--- config.mk ---
export PLATFORM = sky130hd
export DESIGN_NAME = fccm_seq
export DESIGN_NICKNAME = d
export VERILOG_FILES = /design/src/rtl/core/fccm_pkg.sv /design/src/rtl/core/fccm_seq.sv
export SDC_FILE = /design/constraint.sdc
export NUM_CORES = 1
export LEC_CHECK = 0
export ABC_CLOCK_PERIOD_IN_PS = 6960
export BUFFER_PORTS_ARGS = -buffer_cell sky130_fd_sc_hd__buf_2
export CAP_MARGIN = 25
export CORE_ASPECT_RATIO = 1.1
export CORE_UTILIZATION = 45
export CTS_BUF_LIST = sky130_fd_sc_hd__clkbuf_2
export CTS_CLUSTER_SIZE = 16
export DETAILED_ROUTE_END_ITERATION = 10
export PLACE_DENSITY = 0.62
export RECOVER_POWER = 50
export SKIP_CTS_REPAIR_TIMING = 1
export SKIP_LAST_GASP = 1
export SLEW_MARGIN = 10
export SYNTH_ARGS = -nofsm -noshare
export SYNTH_HDL_FRONTEND = slang
export SYNTH_SLANG_ARGS = --single-unit
--- constraint.sdc ---
create_clock -name clk -period 6.96 [get_ports clk]
set_clock_uncertainty 0.2 [all_clocks]
set_input_delay 0.696 -clock clk [delete_from_list [all_inputs] [get_ports clk]]
set_output_delay 0.696 -clock clk [all_outputs]
set_load 0.005 [all_outputs]
--- src/rtl/core/fccm_pkg.sv ---
package fccm_pkg;

  localparam int TABLE_ENTRIES_DEF      = 65536;
  localparam int FIRST_DATA_CLUSTER_DEF = 33;

  localparam int LINK_W  = 16;
  localparam int LIMIT_W = 17;
  localparam int COUNT_W = 17;
  localparam int CMD_W   = 3;
  localparam int STAT_W  = 2;

  localparam logic [LIMIT_W-1:0] LIMIT_RESET = 17'd65536;

  // entry markers
  localparam logic [LINK_W-1:0] MARK_FREE  = 16'd1;
  localparam logic [LINK_W-1:0] MARK_END   = 16'd2;
  localparam logic [LINK_W-1:0] MARK_TABLE = 16'd3;
  localparam logic [LINK_W-1:0] MARK_DIR   = 16'd4;

  // command codes
  localparam logic [CMD_W-1:0] CMD_FORMAT = 3'd0;
  localparam logic [CMD_W-1:0] CMD_ALLOC  = 3'd1;
  localparam logic [CMD_W-1:0] CMD_FREE   = 3'd2;
  localparam logic [CMD_W-1:0] CMD_COUNT  = 3'd3;
  localparam logic [CMD_W-1:0] CMD_APPEND = 3'd4;

  // status codes
  localparam logic [STAT_W-1:0] STAT_OK       = 2'd0;
  localparam logic [STAT_W-1:0] STAT_NO_FREE  = 2'd1;
  localparam logic [STAT_W-1:0] STAT_BAD_START = 2'd2;

  typedef struct packed {
    logic [STAT_W-1:0]  status;
    logic [LINK_W-1:0]  cluster;
    logic [COUNT_W-1:0] free_clusters;
  } result_t;

  // formatted value of one table entry
  function automatic logic [LINK_W-1:0] layout_entry(input logic [LIMIT_W-1:0] idx,
                                                     input logic [LIMIT_W-1:0] first_data);
    logic [LIMIT_W-1:0] nxt;
    nxt = idx + 17'd1;
    if (nxt < first_data) begin
      return MARK_TABLE;
    end else if (nxt == first_data) begin
      return MARK_DIR;
    end
    return MARK_FREE;
  endfunction

endpackage

--- src/rtl/core/fccm_seq.sv ---
module fccm_seq #(
  parameter int TABLE_ENTRIES      = fccm_pkg::TABLE_ENTRIES_DEF,
  parameter int FIRST_DATA_CLUSTER = fccm_pkg::FIRST_DATA_CLUSTER_DEF
) (
  input  logic                              clk,
  input  logic                              rst,
  input  logic [fccm_pkg::LIMIT_W-1:0]      limit,
  input  logic                              in_valid,
  output logic                              in_ready,
  input  logic [fccm_pkg::CMD_W-1:0]        command,
  input  logic [fccm_pkg::LINK_W-1:0]       start_cluster,
  output logic                              res_valid,
  input  logic                              res_ready,
  output fccm_pkg::result_t                 res,
  output logic                              mem_we,
  output logic [$clog2(TABLE_ENTRIES)-1:0]  mem_waddr,
  output logic [fccm_pkg::LINK_W-1:0]       mem_wdata,
  output logic [$clog2(TABLE_ENTRIES)-1:0]  mem_raddr,
  input  logic [fccm_pkg::LINK_W-1:0]       mem_rdata
);
  import fccm_pkg::*;

  localparam int AW = $clog2(TABLE_ENTRIES);
  localparam logic [AW:0]        LAST  = (AW+1)'(TABLE_ENTRIES - 1);
  localparam logic [AW:0]        STEPS_MAX = (AW+1)'(TABLE_ENTRIES);
  localparam logic [LIMIT_W-1:0] FDC   = LIMIT_W'(FIRST_DATA_CLUSTER);
  localparam logic [AW:0]        FDC_A = (AW+1)'(FIRST_DATA_CLUSTER);

  typedef enum logic [6:0] {
    ST_IDLE     = 7'b0000001,
    ST_FORMAT   = 7'b0000010,
    ST_SCAN     = 7'b0000100,
    ST_WALK_RD  = 7'b0001000,
    ST_WALK_CHK = 7'b0010000,
    ST_WR_LINK  = 7'b0100000,
    ST_REPLY    = 7'b1000000
  } state_t;

  state_t              state, state_next;
  logic [CMD_W-1:0]    cmd, cmd_next;
  logic [AW:0]         addr, addr_next;
  logic [AW-1:0]       cur, cur_next;
  logic                pend, pend_next;
  logic [AW-1:0]       pidx, pidx_next;
  logic                first, first_next;
  logic [AW:0]         steps, steps_next;
  logic [COUNT_W-1:0]  cnt, cnt_next;
  logic                reply, reply_next;
  result_t             res_next;

  logic v_link, v_end, start_data, scan_issue;

  assign v_end      = (mem_rdata == MARK_END);
  assign v_link     = (mem_rdata > MARK_DIR) && ({1'b0, mem_rdata} >= FDC)
                      && ({1'b0, mem_rdata} < limit);
  assign start_data = ({1'b0, start_cluster} >= FDC) && ({1'b0, start_cluster} < limit);
  assign scan_issue = (LIMIT_W'(addr) < limit);

  assign in_ready  = (state == ST_IDLE);
  assign res_valid = (state == ST_REPLY);

  always_comb begin
    state_next = state;
    cmd_next   = cmd;
    addr_next  = addr;
    cur_next   = cur;
    pend_next  = pend;
    pidx_next  = pidx;
    first_next = first;
    steps_next = steps;
    cnt_next   = cnt;
    reply_next = reply;
    res_next   = res;
    mem_we     = 1'b0;
    mem_waddr  = cur;
    mem_wdata  = MARK_FREE;
    mem_raddr  = cur;
    unique case (state)
      ST_IDLE: begin
        if (in_valid) begin
          cmd_next   = command;
          res_next   = '0;
          pend_next  = 1'b0;
          cnt_next   = '0;
          first_next = 1'b1;
          steps_next = '0;
          cur_next   = start_cluster[AW-1:0];
          unique case (command)
            CMD_FORMAT: begin
              addr_next  = '0;
              reply_next = 1'b1;
              state_next = ST_FORMAT;
            end
            CMD_ALLOC, CMD_COUNT: begin
              addr_next  = FDC_A;
              state_next = ST_SCAN;
            end
            CMD_FREE, CMD_APPEND: begin
              if (start_data) begin
                state_next = ST_WALK_RD;
              end else begin
                res_next.status = STAT_BAD_START;
                state_next      = ST_REPLY;
              end
            end
            default: begin
              state_next = ST_REPLY;
            end
          endcase
        end
      end
      ST_FORMAT: begin
        mem_we    = 1'b1;
        mem_waddr = addr[AW-1:0];
        mem_wdata = layout_entry(LIMIT_W'(addr), FDC);
        addr_next = addr + 1'b1;
        if (addr == LAST) begin
          state_next = reply ? ST_REPLY : ST_IDLE;
          reply_next = 1'b0;
        end
      end
      ST_SCAN: begin
        mem_raddr = addr[AW-1:0];
        pidx_next = addr[AW-1:0];
        pend_next = scan_issue;
        if (scan_issue) begin
          addr_next = addr + 1'b1;
        end
        if (pend && (mem_rdata == MARK_FREE)) begin
          if (cmd == CMD_COUNT) begin
            cnt_next = cnt + 1'b1;
          end else begin
            // first free entry found, claim it as end of chain
            mem_we           = 1'b1;
            mem_waddr        = pidx;
            mem_wdata        = MARK_END;
            res_next.cluster = LINK_W'(pidx);
            pend_next        = 1'b0;
            state_next       = (cmd == CMD_APPEND) ? ST_WR_LINK : ST_REPLY;
          end
        end else if (!scan_issue && !pend) begin
          if (cmd == CMD_COUNT) begin
            res_next.free_clusters = cnt;
          end else begin
            res_next.status = STAT_NO_FREE;
          end
          state_next = ST_REPLY;
        end
      end
      ST_WALK_RD: begin
        mem_raddr  = cur;
        state_next = ST_WALK_CHK;
      end
      ST_WALK_CHK: begin
        mem_raddr = mem_rdata[AW-1:0];
        if (cmd == CMD_FREE) begin
          if (first && !v_end && !v_link) begin
            res_next.status = STAT_BAD_START;
            state_next      = ST_REPLY;
          end else begin
            mem_we     = 1'b1;
            mem_waddr  = cur;
            mem_wdata  = MARK_FREE;
            first_next = 1'b0;
            if (v_link) begin
              cur_next = mem_rdata[AW-1:0];
            end else begin
              state_next = ST_REPLY;
            end
          end
        end else begin
          if (v_end) begin
            addr_next  = {1'b0, cur} + 1'b1;
            pend_next  = 1'b0;
            state_next = ST_SCAN;
          end else if (!v_link || (steps >= STEPS_MAX)) begin
            res_next.status = STAT_BAD_START;
            state_next      = ST_REPLY;
          end else begin
            cur_next   = mem_rdata[AW-1:0];
            steps_next = steps + 1'b1;
          end
        end
      end
      ST_WR_LINK: begin
        mem_we     = 1'b1;
        mem_waddr  = cur;
        mem_wdata  = res.cluster;
        state_next = ST_REPLY;
      end
      ST_REPLY: begin
        if (res_ready) begin
          state_next = ST_IDLE;
        end
      end
      default: begin
        state_next = ST_IDLE;
      end
    endcase
  end

  always_ff @(posedge clk) begin
    if (rst) begin
      // clearing pass rebuilds the layout after reset
      state <= ST_FORMAT;
      addr  <= '0;
      reply <= 1'b0;
      pend  <= 1'b0;
    end else begin
      state <= state_next;
      addr  <= addr_next;
      reply <= reply_next;
      pend  <= pend_next;
    end
    cmd   <= cmd_next;
    cur   <= cur_next;
    pidx  <= pidx_next;
    first <= first_next;
    steps <= steps_next;
    cnt   <= cnt_next;
    res   <= res_next;
  end

  a_no_write_idle: assert property (@(posedge clk) disable iff (rst)
    (state == ST_IDLE) |-> !mem_we)
    else $error("table written while idle");

  a_pass_after_reset: assert property (@(posedge clk)
    ($past(rst) && !rst) |-> !in_ready)
    else $error("item taken before clearing pass");

  a_count_only_ok: assert property (@(posedge clk) disable iff (rst)
    (res_valid && (res.status != STAT_OK)) |-> (res.free_clusters == '0))
    else $error("free count on failed item");

  a_cluster_data: assert property (@(posedge clk) disable iff (rst)
    (res_valid && (res.cluster != '0)) |->
      (({1'b0, res.cluster} >= FDC) && (res.status == STAT_OK)))
    else $error("result cluster outside data area");

  a_reply_holds: assert property (@(posedge clk) disable iff (rst)
    (res_valid && !res_ready) |=> (res_valid && $stable(res)))
    else $error("result dropped before taken");

endmodule

==> results.py, run 1 <==
metrics = {
    "synthesis": {
        "synth_cell_types": 79,
        "synth-async-reset-ratio": 0,
        "yosysSeqAreaShare": 0.437,
        "yosys_warnings": 0,
        "yosysMostFrequentCell": "nand2_1",
        "synthFlopType": "edfxtp_1",
        "synthesis.nets": 1001,
        "avgSynthCellArea_sq_um": 9.41,
        "synthTopCellsByCount": "nand2_1, edfxtp_1, nor2_1",
        "synth_cells": 893,
        "synth_area_leader_cell": "edfxtp_1",
        "synth_area_sq_um": 8400,
        "yosysTopAreaCellShare": 0.375,
        "synth_edf_count": 105,
        "ys_ff_latch": 131,
        "synthTopCellsByArea": "edfxtp_1, ha_1, nand2_1",
    },
    "worst_setup_path": {
        "critPathLaunchType": "flop",
        "critPathRequiredTime_ns": 6.06,
        "cpPeakStageDelay_ns": 0.95,
        "cpMaxStageDelayCell": "inv_1",
        "cp_common_cell": "buf_4",
        "crit_arrival_ns": 4.32,
        "crit_type": "flop to primary output",
        "end_kind": "primary output",
        "cp_max_fo": 40,
        "path_cells": "nor3_1, nand4_1, inv_1, buf_4, nor2_1, or2_0, buf_4, a221o_1, buf_2",
    },
    "finish": {
        "area_delta_synth_final_pct": 13.2,
        "utilization": 0.519,
        "final_layout_size_suffix_gt1_frac": 0.191,
        "fin_cells": 1280,
        "nets": 1131,
    },
    "power": {
        "p_int_w": 0.00146,
        "p_leak_nw": 3.97,
        "p_sw_frac": 0.396,
        "p_comb_frac": 0.370,
        "ir_worst_vdd_mv": 0.127,
        "clock_power_share": 0.198,
        "powerDensity_nw_per_um2": 253,
        "p_switching_w": 0.000955,
        "p_seq_frac": 0.432,
        "power_w": 0.00241,
    },
    "sta": {
        "post-route-min-period_ns": 5.21,
        "fin_tns_setup_ns": 0,
        "drv_slew": 40,
        "maxSlewHeadroom": -0.332,
        "worstMarginPinSlew_ns": 2.00,
        "hold_viol": 0,
        "report.final.setup_viol": 0,
        "rsz0062_at_grt": "no",
        "max_freq_mhz": 192,
        "finalCritPeriodShare": 0.749,
    },
    "clocking": {
        "cts_tree": "yes",
        "clock_sinks": 131,
        "cts_buffers": 17,
        "clk_path_buf_depth": 2,
        "clk_pin_slew_ns": 0.22,
        "cts-root-buf": "clkbuf_2",
        "worstSkewPairLatency_ns": 0.74,
        "htreeDepth": 4,
    },
    "detailed_routing": {
        "drt-total-wl_mm": 21.8,
        "first_pass_iters": 5,
        "drt_iter0_drc": 430,
        "ant_nets": 0,
        "dr_total_vias": 6965,
        "drt-wirelength-per-cell_um": 17.0,
        "routed_via_density": 5.44,
        "drc_errors": 0,
    },
    "placed_design": {
        "dp_hpwl_mm": 16.3,
        "gp_congestion": 0.878,
        "port_buffers": 141,
        "dp.cells": 1244,
    },
    "worst_hold_path": {
        "hold_class": "input port to flop",
    },
    "die": {
        "die_w_um": 132,
        "num_rows": 52,
        "die_h_um": 145,
        "dieArea_sq_um": 19200,
        "num_io_pins": 142,
        "initial_core_util": 0.458,
        "core-area_sq_um": 18300,
    },
    "global_routing": {
        "grt_use_total": 0.231,
        "antenna_found_initial": 1,
        "grt_overflow": 0,
        "grt_pass1_vias": 6452,
        "grt_first_pass_wirelength_mm": 34.7,
        "grt_max_degree": 48,
    },
    "run": {
        "cap_violations": 1,
    },
    "status": {
        "status": "finished with violations",
        "violations": "max-capacitance violations, max-slew violations",
    },
}
## kinds of logic after synthesis
| family | after synthesis | synth area share |
|---|---|---|
| flip-flops | 131 | 0.437 |
| adder cells (fa/ha/maj) | 52 | 0.0774 |
| AND/OR/NAND/NOR | 423 | 0.253 |
| buffers and inverters | 76 | 0.0390 |
| XOR/XNOR | 54 | 0.0563 |
| AO/OA/AOI/OAI | 157 | 0.137 |
## cells in the final DEF (no fill, tap or decap), types with 4 or more instances in the layout
master and instances:
a21oi_1 33, and3_1 18, xor2_1 29, a211oi_1 4, xnor2_1 25, dfxtp_1 26
edfxtp_1 105, or3_1 4, nand2_1 164, buf_2 132, and4_1 7, ha_1 52
o21ai_0 18, nand2b_1 6, a221o_1 4, clkbuf_1 12, nand4_1 15, a21o_1 10
and2_1 42, o211ai_1 4, nor4_1 15, clkbuf_2 17, and2_0 8, nor3_1 7
buf_4 7, nand3_1 36, a22oi_1 28, nor2_1 73, inv_1 32, o32ai_1 7
a21bo_2 6, a211oi_2 4
## power groups by stage
stage | clock, W | sequential, W | combinational (W)
3_5_place_dp | 0 | 0.00106 | 0.000904
2_1_floorplan | 0 | 0.00103 | 0.000636
3_3_place_gp | 0 | 0.00105 | 0.000897
4_1_cts | 0.000488 | 0.00104 | 0.000906
6_report | 0.000478 | 0.00104 | 0.000893
5_1_grt | 0.000514 | 0.00105 | 0.000999
## final cells by class
class,count,area (sq um)
Tap cell,243,304
Inverter,33,124
Clock buffer,17,85.1
Fill cell,1806,8830
Multi-Input combinational cell,686,4380
Antenna cell,1,2.50
Clock inverter,15,158
Sequential cell,131,3670
Timing Repair Buffer,154,788
## final timing paths
check / start / endpoint / slack (ns) / cells after the start
setup / recovery: state[0]$_SDFFE_PP0P_ / mem_waddr[11] / 1.75 / 9
hold reg to reg: reply$_SDFFE_PP0P_ / reply$_SDFFE_PP0P_ / 0.35 / 2
hold / removal: start_cluster[2] / cur[2]$_DFFE_PP_ / 0.05 / 3
setup reg to reg: state[0]$_SDFFE_PP0P_ / cur[0]$_DFFE_PP_ / 1.93 / 7
## sequential cells by signal, indices dropped and copies added, names as in the netlist
name	cells
res	35
state	7
pidx	16
cur	16
steps	17
cnt	17
first	1
addr	17
reply	1
cmd	3
pend	1
## metrics by stage
stage / cell area (sq um) / hold WS, ns / setup WS, ns
finish: 9520 / 0.0548 / 1.75
global placement: 9290 / 0.312 / 3.00
global route: 9520 / 0.0257 / 1.36
detailed placement: 9290 / 0.316 / 2.93
CTS: 9530 / -0.0232 / 2.08
floorplan: 8400 / 0.229 / 3.60
## layer usage
layer  GRT usage  vias to the layer above  routed length (um)
li1            -                     3492                   -
met1       0.330                     3222               10500
met2       0.361                      228                9770
met3      0.0435                       23                1230
met4      0.0598                        0                 291
met5           0                        -                   0
## critical path: cells and delay by family (launching register included)
family	cells	cell delay (ns)
and+or+nand+nor	4	0.99
DFF	1	0.42
AOI/OAI and AO/OA	1	0.37
buffers and inverters	4	1.77
Power figures use the tool's default switching activity.
==> run 2, diff against run 1 <==
Settings changed: ABC_CLOCK_PERIOD_IN_PS 6960 to 4400, PLACE_DENSITY 0.62 to 0.65.
Clock period 6.96 ns to 4.4 ns, I/O delays scaled along.
==> results.py, run 2 (synthesis gave the netlist of run 1 again) <==
metrics = {
    "status": {
        "status": "completed",
    },
    "die": {
        "initial_core_util": 0.458,
        "die_h_um": 145,
        "num_rows": 52,
        "num_io_pins": 142,
        "die_w_um": 132,
        "dieArea_sq_um": 19200,
        "core-area_sq_um": 18300,
    },
    "worst_setup_path": {
        "crit_path_end": "mem_wdata[1]",
        "end_kind": "primary output",
        "crit_path_start": "addr[1]$_SDFFE_PP0P_",
        "critPathRequiredTime_ns": 3.76,
        "critPathLaunchType": "flop",
        "r2r-start": "addr[1]$_SDFFE_PP0P_",
        "r2r_slack_ns": 1.24,
        "reg2reg_depth": 11,
        "crit_type": "flop to primary output",
        "crit_arrival_ns": 3.54,
        "r2r-end": "state[6]$_SDFFE_PP0P_",
        "cp_max_fo": 9,
    },
    "finish": {
        "largest_reg_flops": 35,
        "fin_area_sq_um": 9950,
        "mostFrequentLayoutCell": "nand2_1",
        "area_delta_synth_final_pct": 18.3,
        "regMostFlops": "res",
        "utilization": 0.542,
        "fin_cells": 1321,
        "final_layout_size_suffix_gt1_frac": 0.204,
        "layout_common_cells": "nand2_1, buf_2, edfxtp_1",
        "nets": 1172,
    },
    "detailed_routing": {
        "drc_errors": 0,
        "drt-wirelength-per-cell_um": 16.5,
        "drt-total-wl_mm": 21.7,
        "ant_nets": 0,
        "dr_total_vias": 7296,
        "drt_iter0_drc": 436,
        "first_pass_iters": 9,
        "routed_via_density": 5.52,
    },
    "global_routing": {
        "antenna_found_initial": 1,
        "grt_first_pass_wirelength_mm": 34.4,
        "grt_pass1_vias": 6342,
        "grt_use_total": 0.229,
        "grt_max_degree": 54,
        "grt_overflow": 0,
    },
    "power": {
        "powerDensity_nw_per_um2": 387,
        "p_int_w": 0.00228,
        "p_sw_frac": 0.410,
        "clock_power_share": 0.183,
        "p_switching_w": 0.00158,
        "p_comb_frac": 0.389,
        "p_leak_nw": 4.19,
        "ir_worst_vdd_mv": 0.251,
        "p_seq_frac": 0.428,
    },
    "placed_design": {
        "dp_hpwl_mm": 16.2,
        "place_ws_ns": 0.860,
        "postPlaceCellArea_sq_um": 9330,
        "dp.cells": 1250,
        "port_buffers": 141,
        "gp_congestion": 0.891,
    },
    "sta": {
        "maxSlewHeadroom": 0.397,
        "report.final.setup_viol": 0,
        "holdWs_ns": 0.0675,
        "hold_viol": 0,
        "worstMarginPinSlew_ns": 0.902,
        "fin_ws_ns": 0.225,
        "finalCritPeriodShare": 0.949,
        "drv_slew": 0,
        "max_freq_mhz": 240,
        "post-route-min-period_ns": 4.18,
        "rsz0062_at_grt": "yes",
    },
    "worst_hold_path": {
        "hold_class": "input port to flop",
    },
    "clocking": {
        "clock_sinks": 131,
        "htreeDepth": 4,
        "cts-root-buf": "clkbuf_2",
        "clk_pin_slew_ns": 0.23,
        "cts_tree": "yes",
        "cts_buffers": 17,
        "clk_path_buf_depth": 2,
        "worstSkewPairLatency_ns": 0.77,
    },
    "run": {
        "cap_violations": 0,
    },
}
## run 2: cell count changes in the layout (fill, tap and decap cells not counted), sizes merged
cell and change:
clkinv -5, buf +15, bufinv -2, dlygate4sd3 +35, clkbuf -9, inv +7
## run 2: how the worst min path moves through the flow
stage	start	endpoint	slack, ns	cells after the start
after CTS	command[1]	cmd[1]$_DFFE_PP_	-0.35	1
final	limit[16]	state[3]$_SDFFE_PP0P_	0.07	4
after global placement	reply$_SDFFE_PP0P_	reply$_SDFFE_PP0P_	0.32	2
after global routing	limit[16]	state[3]$_SDFFE_PP0P_	0.001	4
after floorplan	addr[10]$_SDFFE_PP0P_	pidx[10]$_DFFE_PP_	0.23	0
after detailed placement	reply$_SDFFE_PP0P_	reply$_SDFFE_PP0P_	0.33	2
## run 2: cell type report
type	instances	area, sq um
fillers	1719	8400
multi-input cells	686	4410
flip-flops and latches	131	3680
repair buffers	195	1200
well taps	243	304
clock inverters	15	138
inverters	33	124
clock buffers	17	85.1
diodes	1	2.50
## run 2: critical path, stage by stage, from the launching register on
cell	delay, ns
dfxtp_2	0.48
ha_1	0.28
nand3_1	0.19
nor2_1	0.30
and3_1	0.27
and3_1	0.18
ha_1	0.16
nand4_1	0.13
nor4_2	0.43
a221o_1	0.22
buf_2	0.11
## run 2: power groups by stage
| stage | registers [W] | clock network [W] | logic [W] |
|---|---|---|---|
| global placement | 0.00167 | 0 | 0.00146 |
| floorplan | 0.00162 | 0 | 0.00101 |
| CTS | 0.00164 | 0.000727 | 0.00147 |
| detailed placement | 0.00167 | 0 | 0.00146 |
| finish | 0.00165 | 0.000706 | 0.00150 |
| global route | 0.00167 | 0.000765 | 0.00166 |
## run 2: through the flow
| step | total power, W | setup TNS, ns |
|---|---|---|
| after floorplan | 0.00263 | 0 |
| after global placement | 0.00312 | 0 |
| after detailed placement | 0.00313 | 0 |
| after CTS | 0.00384 | -0.0584 |
| after global routing | 0.00410 | -0.0819 |
| final | 0.00385 | 0 |
## run 2: per-layer routing
metal,GRT usage,up-vias,part of all wire
met5,0,-,0
met4,0.0793,0,0.019
met3,0.0467,35,0.073
met2,0.340,335,0.44
met1,0.332,3358,0.47
li1,-,3568,-
==> run 3, diff against run 2 <==
Settings changed: ABC_CLOCK_PERIOD_IN_PS 4400 to 4300, PLACE_DENSITY 0.65 to 0.62.
Clock period 4.4 ns to 4.3 ns, I/O delays scaled along.
==> results.py, run 3 (synthesis gave the netlist of run 1 again) <==
metrics = {
    "detailed_routing": {
        "ant_nets": 0,
        "first_pass_iters": 5,
        "drt-wirelength-per-cell_um": 16.8,
        "drc_errors": 0,
        "drt-total-wl_mm": 22.2,
        "drt_iter0_drc": 467,
        "dr_total_vias": 7227,
        "routed_via_density": 5.47,
    },
    "sta": {
        "finalCritPeriodShare": 0.931,
        "post-route-min-period_ns": 4.00,
        "maxSlewHeadroom": 0.292,
        "max_freq_mhz": 250,
        "hold_viol": 0,
        "report.final.setup_viol": 0,
        "drv_slew": 0,
        "worstMarginPinSlew_ns": 1.06,
    },
    "die": {
        "die_w_um": 132,
        "dieArea_sq_um": 19200,
        "core-area_sq_um": 18300,
        "num_rows": 52,
        "initial_core_util": 0.458,
        "die_h_um": 145,
        "num_io_pins": 142,
    },
    "finish": {
        "fin_cells": 1322,
        "utilization": 0.540,
        "regMostFlops": "res",
        "final_layout_size_suffix_gt1_frac": 0.190,
        "fill_cells": 1776,
        "layout_common_cells": "nand2_1, buf_2, edfxtp_1",
        "largest_reg_flops": 35,
        "mostFrequentLayoutCell": "nand2_1",
        "nets": 1173,
        "fin_area_sq_um": 9910,
        "area_delta_synth_final_pct": 17.9,
    },
    "clocking": {
        "clk_pin_slew_ns": 0.20,
        "htreeDepth": 4,
        "clock_sinks": 131,
        "cts_buffers": 17,
        "cts-root-buf": "clkbuf_2",
        "clk_path_buf_depth": 2,
        "worstSkewPairLatency_ns": 0.71,
        "cts_tree": "yes",
    },
    "worst_setup_path": {
        "critPathRequiredTime_ns": 3.67,
        "end_kind": "primary output",
        "crit_arrival_ns": 3.37,
        "critPathLaunchType": "flop",
        "cp_max_fo": 9,
        "crit_type": "flop to primary output",
    },
    "global_routing": {
        "grt_pass1_vias": 6722,
        "grt_use_total": 0.234,
        "antenna_found_initial": 1,
        "grt_first_pass_wirelength_mm": 35.4,
        "grt_overflow": 0,
        "grt_max_degree": 63,
    },
    "power": {
        "powerDensity_nw_per_um2": 396,
        "ir_worst_vdd_mv": 0.183,
        "p_leak_nw": 4.13,
        "power_w": 0.00392,
    },
    "run": {
        "cap_violations": 0,
    },
    "placed_design": {
        "port_buffers": 141,
        "postPlaceCellArea_sq_um": 9340,
        "gp_congestion": 0.878,
        "dp_hpwl_mm": 16.3,
        "dp.cells": 1251,
    },
    "status": {
        "status": "completed",
    },
    "worst_hold_path": {
        "hold_class": "input port to flop",
    },
}
==> run 3: final cells by class <==
class | count | area [sq um] | area share
diodes | 1 | 2.50 | 0.000252
clock buffers | 18 | 90.1 | 0.00909
clock inverters | 14 | 131 | 0.0133
inverters | 33 | 124 | 0.0125
multi-input cells | 686 | 4400 | 0.444
flip-flops and latches | 131 | 3680 | 0.371
well taps | 243 | 304 | 0.0307
repair buffers | 196 | 1180 | 0.119
==> run 3: routing by layer <==
layer | GRT usage | vias up | routed length [um] | share of wire
li1 | - | 3581 | - | -
met5 | 0 | - | 0 | 0
met3 | 0.0404 | 18 | 1450 | 0.065
met4 | 0.0638 | 0 | 309 | 0.014
met2 | 0.371 | 295 | 10100 | 0.45
met1 | 0.331 | 3333 | 10400 | 0.47
==> run 3: report_power, final <==
part | total [W] | switching (W) | internal [W]
combinational | 0.00153 | 0.000933 | 0.000594
sequential | 0.00168 | 0.000138 | 0.00154
clock | 0.000717 | 0.000499 | 0.000218
total | 0.00392 | 0.00157 | 0.00235
==> run 3: final timing paths <==
| check | from | end | slack (ns) | cells past startpoint |
|---|---|---|---|---|
| worst max register to register | state[0]$_SDFFE_PP0P_ | cur[5]$_DFFE_PP_ | 0.71 | 8 |
| worst min-delay path | limit[16] | state[3]$_SDFFE_PP0P_ | 0.08 | 4 |
| worst min register to register | reply$_SDFFE_PP0P_ | reply$_SDFFE_PP0P_ | 0.35 | 2 |
| worst max-delay path | addr[1]$_SDFFE_PP0P_ | mem_wdata[1] | 0.30 | 10 |
==> run 3: metrics by stage <==
stage	hold WS, ns	setup WS [ns]	TNS, ns
2_1_floorplan	0.229	1.07	0
3_3_place_gp	0.312	0.864	0
3_5_place_dp	0.330	0.749	0
4_1_cts	-0.275	-0.0617	-0.0866
5_1_grt	0.0289	-0.00637	-0.00637
6_report	0.0822	0.295	0
==> run 3: worst max-delay path, cell delays in order (launching register included) <==
cell and delay (ns):
dfxtp_2 0.47, ha_1 0.29, nand3_1 0.21, nor2_2 0.25, and3_1 0.25, and3_1 0.17
ha_1 0.15, nand4_1 0.13, nor4_2 0.40, a221o_1 0.22, buf_2 0.11
